**src/rtl/core/lba_ram.sv**
```systemverilog
// ----------------------------------------------------------------------------
// lba_ram
// Generic simple dual port RAM: one write port, one read port, registered
// read data.
// ----------------------------------------------------------------------------
module lba_ram #(
    parameter int WIDTH = 8,
    parameter int DEPTH = 16
) (
    input  logic                     clk,
    input  logic                     we,
    input  logic [$clog2(DEPTH)-1:0] waddr,
    input  logic [WIDTH-1:0]         wdata,
    input  logic [$clog2(DEPTH)-1:0] raddr,
    output logic [WIDTH-1:0]         rdata
);

    logic [WIDTH-1:0] mem [DEPTH];

    always_ff @(posedge clk)
    begin
        if (we)
        begin
            mem[waddr] <= wdata;
        end
        rdata <= mem[raddr];
    end

endmodule
```
**config.mk**
```make
export PLATFORM = sky130hd
export DESIGN_NAME = lba_ram
export DESIGN_NICKNAME = d
export VERILOG_FILES = /design/src/rtl/core/lba_ram.sv
export SDC_FILE = /design/constraint.sdc
export NUM_CORES = 1
export LEC_CHECK = 0
export BUFFER_PORTS_ARGS = -buffer_cell sky130_fd_sc_hd__buf_2
export CORE_MARGIN = 3
export CORE_UTILIZATION = 60
export DETAILED_ROUTE_END_ITERATION = 7
export PLACE_DENSITY = 0.81
export SYNTH_ARGS = -nofsm -noshare
export SYNTH_HDL_FRONTEND = slang
export SYNTH_SLANG_ARGS = --single-unit
```
**constraint.sdc**
```tcl
create_clock -name clk -period 2.3 [get_ports clk]
set_clock_uncertainty 0.2 [all_clocks]
set_input_delay 0.23 -clock clk [delete_from_list [all_inputs] [get_ports clk]]
set_output_delay 0.23 -clock clk [all_outputs]
set_load 0.02 [all_outputs]
```
==> summary.md, run 1 <==
The total power divided by cell area came out at 904.1 mW/mm^2. The parity-gate share of the synthesized area counting xor and xnor cells was 0; the simple logic cell fraction of the synthesized area was 0.03184. The run gives 0 as the setup violation total in the final timing report. The placeable core area came out at 0.008258 mm^2. Setup repair after global routing left no endpoint under its margin. In the final routing, the length of wire on met1 measures 4137 um. The relative max-transition margin was 0.6275. The number of clock buffers inserted by TritonCTS is 17, and the clock transition at the registers of the reported paths is 0.06 ns. Gates resized during post-CTS repair numbered 0. The worst setup path is launched from a flop.

After detailed placement, the total cell area comes to 0.005500 mm^2. For this run, the slowest stage of the critical path takes 0.53 ns. TritonCTS built the clock tree. The tools report the capturing element type of the critical path as a flop. The first routing iteration left 225 violations. The tools report the final routed wirelength across all metal layers as 10240 um. Across all hold checks on the routed design, the worst slack comes to 0.06980 ns. The arrival time at the worst endpoint is 1.83 ns.

The path class of the tightest hold or removal check is in -> reg. Share of layout cells above drive strength 1: 0.3148. The finished cells cover 0.006126 mm^2. The run finished with clean final reports.

The H-tree was split into 4 levels. The floorplan step set the die height to 98.63 um. Summed over all cells, the static leakage comes to 2.105 nW. The net count of the mapped netlist was 247.

The worst-path cell with the longest stage delay is mux4_1. Entering global routing, the biggest net connects 33 pins. The run gives 0.7778 as the part of the Yosys area used for sequential elements. The first global-routing pass estimated 16100 um of wire. The part of the cycle the worst path needs is 0.7152. The number of hold violations in the final report came out at 0.

The type of the setup path with the least slack is reg -> reg. For the final routed database, the setup TNS stands at 0 ns. Counting every sink on the clock net gives 136. In this run the core area contains 33 standard-cell rows. Using the TritonRoute via totals, the vias-per-cell ratio works out to 6.339.

In this run the clock root is driven by a clkbuf_8. The run gives 0 as the remaining number of nets flagged by the antenna check after routing. After synthesis, the largest family of logic cells by area is multiplexers.

The horizontal die dimension came out at 98.63 um. The run gives 0.7418 as the post-layout utilization of the core. Across the VDD grid, the largest voltage drop is 0.6913 mV.

After synthesis the netlist holds a flip-flop and latch count of 136. After global routing the overflow that remains totals 0. The final-stage net count was 310. The first detailed-routing pass took 5 iterations. For this run, design rule violations remaining after detail routing come to 0. The count of maximum capacitance violations was 0; the worst-path maximum fanout was 1.

The run gives 719 um as the detailed route wirelength on metal3. The run gives 0 as the count of yosys warnings during synthesis. Compound-cell area share of the yosys netlist: 0.02333. The final critical-path required period was 1.645 ns. The run gives 0.8000 as the placer's final routability congestion estimate.

The maximum operating frequency was 607.9 MHz. The tools report the half-perimeter wire length after detailed placement as 6116 um. For the total of hold buffers inserted after clock tree synthesis, the log shows 8.

In this run the cell area of the synthesized design comes to 0.005147 mm^2. The slew at the pin closest to its max-slew limit was 0.5566 ns; the total length of routed met2 wires was 5222 um. The signal on the critical path passes through mux4_1, a22oi_1, nand2_1. Data on the critical path is required at its endpoint by 2.49 ns. Dividing the detail-routed wire length by the instance count gives 24.97 um. The tools report the via count of the first global-routing pass as 2729.

The tools report the global router's overall resource usage as 0.2316. The share of synthesized area spent on multiplexers is 0.1502, and the overall die area is 0.009727 mm^2. The area growth from synthesis to layout is 19.01%. The uppermost signal routing layer after detailed routing was met4. The netlist uses 19 different library cells. 26 I/O pins were placed.

The initial core utilization came out at 0.6233. In this design, the largest share of critical-path delay is due to multiplexers. The count of pins over their slew limit was 0. The cell count after synthesis came out at 229. The repair_antennas step left the layout with diodes totalling 0. Counting the fill cells in the layout gives 457. The maximum clock insertion buffer count is 2, and the per-instance average area after synthesis is 22.48 um^2.

The number of antenna violations at the first check in global routing came out at 0. Post-synthesis share of cell area spent on full adders, half adders and majority gates: 0. The port buffer count was 25; the total number of vias was 2599. The number of setup buffers added after CTS is 0.

The later pin in the worst-skew pair is clocked with a latency of 0.51 ns. The design draws 5.539 mW. Counting both buffers and inverters, the worst setup path holds a total of 0.
==> synth_stat cells <==
cell,count,area (um^2)
buf_4,1,7.510
mux4_2,18,405.4
dfxtp_1,8,160.2
and2b_1,1,7.510
a22oi_1,16,120.1
mux4_1,14,367.9
nor3_1,4,20.02
nand2_1,9,33.78
and2_1,1,6.260
nand2b_1,2,12.51
buf_6,3,33.78
buf_2,3,15.01
nor2_1,13,48.80
nand3b_1,2,15.01
clkdlybuf4s25_2,3,30.03
nor2b_1,1,6.260
nand3_1,1,5.000
or3b_2,1,8.760
edfxtp_1,128,3844
==> cells in the final DEF, fill, tap and decap left out <==
cell / Yosys / layout
inv_6: 0 / 2
and2b_1: 1 / 1
buf_12: 0 / 2
nand2_1: 9 / 9
mux4_1: 14 / 14
clkbuf_1: 0 / 1
nand3b_1: 2 / 2
buf_4: 1 / 19
nor2_1: 13 / 13
a22oi_1: 16 / 16
clkinv_4: 0 / 4
clkbuf_8: 0 / 1
dfxtp_1: 8 / 8
edfxtp_1: 128 / 128
and2_1: 1 / 1
clkinvlp_4: 0 / 4
or3b_2: 1 / 1
clkinv_2: 0 / 3
dlygate4sd3_1: 0 / 8
bufinv_16: 0 / 1
nand2b_1: 2 / 2
mux4_2: 18 / 18
buf_2: 3 / 25
nor3_1: 4 / 4
nor2b_1: 1 / 1
nand3_1: 1 / 1
clkbuf_16: 0 / 16
==> worst register-to-register path: stages, from the launching register on <==
cell      delay [ns]
edfxtp_1        0.36
mux4_1          0.53
a22oi_1         0.32
nand2_1         0.12
==> per-stage QoR <==
stage / setup WS, ns / cells
2_1_floorplan: 0.3771 / 229
3_3_place_gp: 0.2349 / 370
3_5_place_dp: 0.2205 / 370
4_1_cts: 0.6446 / 410
5_1_grt: 0.6063 / 410
6_report: 0.6551 / 410
==> area by class of cell <==
cell class                 instances  area, um^2  area share
clock buffer                      18       417.9     0.06822
clock inverter                    14       127.6     0.02083
multi-input combinational         83        1057      0.1726
sequential                       136        4004      0.6536
tap                              105       131.4     0.02145
timing repair buffer              54       387.9     0.06332
==> report_power, final <==
| part | internal [mW] | total, mW | switching, mW |
|---|---|---|---|
| Sequential | 2.77 | 2.79 | 0.0177 |
| Combinational | 0.122 | 0.288 | 0.166 |
| Clock | 1.44 | 2.46 | 1.03 |
==> path summary, 6_finish.rpt <==
kind,start,endpoint,slack [ns],cells after the start
max,mem[1][1],rdata[1],0.66,3
min,waddr[1],mem[4][2],0.07,3
max reg2reg,mem[1][1],rdata[1],0.66,3
min reg2reg,mem[14][3],rdata[3],0.47,3
==> sequential cells by signal (all words and copies together), names as in the netlist <==
| register | cells |
|---|---|
| mem | 128 |
| rdata | 8 |
==> logic make-up (layout without fill, tap and decap cells) <==
logic type / Yosys count / in the layout
flip-flops: 136 / 136
multiplexers: 32 / 32
AO/OA/AOI/OAI: 16 / 16
buffers and inverters: 10 / 86
AND/OR/NAND/NOR: 35 / 35
==> metal layers <==
metal / vias to the layer above / GRT usage
met5: - / 0
met1: 1359 / 0.3190
met3: 14 / 0.06723
met2: 124 / 0.3651
li1: 1102 / -
met4: 0 / 0.07668
(Power assumes the default switching activity.)
==> run 2: changes to the inputs <==
CORE_UTILIZATION = 54   (was 60)
PLACE_DENSITY = 0.77   (was 0.81)
clock period = 1.46 ns   (was 2.3 ns; I/O delays follow)
==> run 2 against run 1 <==
  * The run now ends with setup timing left
  * Maximum frequency grew 11%
  * Critical path type unchanged
  * Hold slack lost 0.053 ns
  * Non-clock buffer count grew 11
  * Largest power group unchanged
==> summary.md, run 2 (synthesis gave the netlist of run 1 again) <==
The run finished, with violations left. The final reports fail on setup timing. For the pin with the worst max-slew slack, the measured transition is 1.021 ns. The aggregate global routing overflow came out at 0. The tools report the iteration-0 DRC count of the detailed router as 197. The number of antenna violations at the first check in global routing is 0. The port buffer count works out to 25. The tools report the overall die area as 0.01074 mm^2.

Setup repair after global routing could not meet its margin everywhere. The worst setup slack after layout is -0.02346 ns. The pre-antenna-repair detailed-routing pass consisted of 4 iterations. The half-perimeter wire length after detailed placement is 6409 um. The worst hold path begins at raddr[2]. The multi-input combinational cells in the finished layout cover a total of 0.001095 mm^2. The maximum number of pins on one net before global-route repair was 21.

The register with the most flip-flops in the layout has 128 of them. In the layout the commonest cells are edfxtp_1, mux4_2, buf_2, buf_4, clkbuf_16. The first-pass GRT wire length is 16230 um. The floorplan step defined a core boundary enclosing 0.008976 mm^2.

The row count came out at 34. The final cell count without fillers was 442; the final-stage net count was 321. TritonCTS built the clock tree. Placer's final routability congestion estimate: 0.7351. STA puts the critical path data required time at 1.66 ns. Horizontal die dimension: 103.6 um.

The element type at the critical path start is a flop. Setup total negative slack on the finished layout was measured at -0.04070 ns. The part of the cycle the worst path needs works out to 1.016.

Global router's overall resource usage: 0.2109. Clock latency on the worst-skew pair, taken at its later pin, is 0.51 ns. The slowest stage of the critical path belongs to the cell mux4_2. Fill cells in the final layout number 530. The critical path goes through mux4_2, a22oi_2, nand2_1. The final critical-path required period is 1.483 ns, and the number of buffer and inverter stages on the critical path is 0. For the instance area after placement, the log shows 0.005725 mm^2.

The most critical setup path has its startpoint at mem[7][0]. The pre-CTS worst setup slack came out at -0.3167 ns. Setup violations remaining at the end of the flow were counted as 2. The number of vias per cell is 5.708, and the final routed wirelength across all metal layers is 10390 um. The leading cell type in the layout, fill and taps excluded is edfxtp_1. Classification of the worst-slack hold path: in -> reg.

In this run the number of H-tree levels came out at 4. The number of placed instances, taps included, is 401. For this run, design rule violations remaining after detail routing come to 0.

The remaining number of nets flagged by the antenna check after routing is 0. The peak supply drop is 0.7509 mV. The path with the worst hold slack has its endpoint at rdata[3]. The tools report the total area of sequential cells as 0.004004 mm^2. The type of the setup path with the least slack was reg -> reg.

The largest single stage delay on the critical path is 0.54 ns. For this run, the top clock speed supported by timing is 674.1 MHz. The worst-path maximum fanout was 1.

In this run the critical register-to-register path is captured at rdata[0]. Relative to the synthesized area, the layout overhead comes to 24.11%. The leakage power figure came out at 2.155 nW. The design draws 8.853 mW. The initial core utilization came out at 0.5735.

The clock transition at the registers of the reported paths works out to 0.06 ns. The register with the most flip-flops in the final layout is mem. The run gives 0.01694 ns as the post-route worst hold slack. Measured in cells, the most critical reg-to-reg path has a length of 3. Capturing element type of the critical path: a flop. The share of layout cells above drive strength 1 was 0.4177.

Arrival time at the worst endpoint: 1.68 ns. The startpoint identified for the worst register-to-register timing path is mem[7][0]. For the post-layout utilization of the core, the log shows 0.7117. Number of cells on the worst hold path: 4. For the relative max-transition margin, the log shows 0.3170. 0 antenna diodes ended up in the layout. Dividing the detail-routed wire length by the instance count gives 23.51 um. Count of pins over their slew limit: 0. Dividing total power by cell area gives a power density of 1386 mW/mm^2.

The number of hold violations in the final report is 0. In this run, CTS created clock tree buffers numbering 17. In this design, the largest share of critical-path delay is due to multiplexers. The maximum clock insertion buffer count is 2, and the die outline height is 103.6 um. Via count of the first global-routing pass: 2676. The finished cells cover 0.006389 mm^2. For the internal reg-to-reg setup slack, the log shows -0.02 ns. The largest registers in the layout are mem (128), rdata (8).

The total number of vias came out at 2523. For the count of maximum capacitance violations, the log shows 0. The number of sinks on the clock net came out at 136. The root buffer cell chosen for the clock tree is clkbuf_8.

During I/O placement, the number of pins put on the boundary was 26.
run 2: cell count changes in the layout (fill, tap and decap cells not counted), sizes merged:
cell | before | now
buf | 46 | 55
clkbuf | 18 | 17
dlygate4sd3 | 8 | 10
inv | 2 | 6
clkinv | 7 | 4
run 2: per-layer routing:
metal,vias to the layer above,GRT usage,part of all wire
li1,1115,-,-
met1,1307,0.2836,0.41
met2,93,0.3463,0.52
met3,8,0.05162,0.057
met4,0,0.06553,0.0091
met5,-,0,0
run 2: timing repair:
item                                    CTS  global route
hold buffers                             10             0
endpoints found under the setup margin    8            42
pin swaps                                 4             3
buffers inserted                          0             0
gates resized for setup                  15             8
hold endpoints to repair                136             0
cloned                                    0             0
run 2: power breakdown:
| group | internal (mW) | switching (mW) |
|---|---|---|
| sequential | 4.36 | 0.0277 |
| clock | 2.29 | 1.64 |
| combinational | 0.241 | 0.284 |
| total | 6.90 | 1.96 |
run 2: how the worst max path moves through the flow:
stage	to	slack, ns	cells past startpoint
2_1_floorplan	rdata[1]	-0.02	5
3_3_place_gp	rdata[5]	-0.30	6
3_5_place_dp	rdata[5]	-0.32	6
4_1_cts	rdata[0]	-0.06	3
5_1_grt	rdata[0]	-0.07	3
6_report	rdata[0]	-0.02	3
run 2: area by class of cell:
class | instances | area share
flip-flops and latches | 136 | 0.6267
clock inverters | 15 | 0.02252
multi-input cells | 83 | 0.1714
well taps | 126 | 0.02468
repair buffers | 65 | 0.08989
clock buffers | 17 | 0.06483
run 2: tightest hold or removal path, stage by stage:
cell,delay [ns]
buf_2,0.10
nor2b_1,0.16
a22oi_1,0.20
nand2_1,0.06
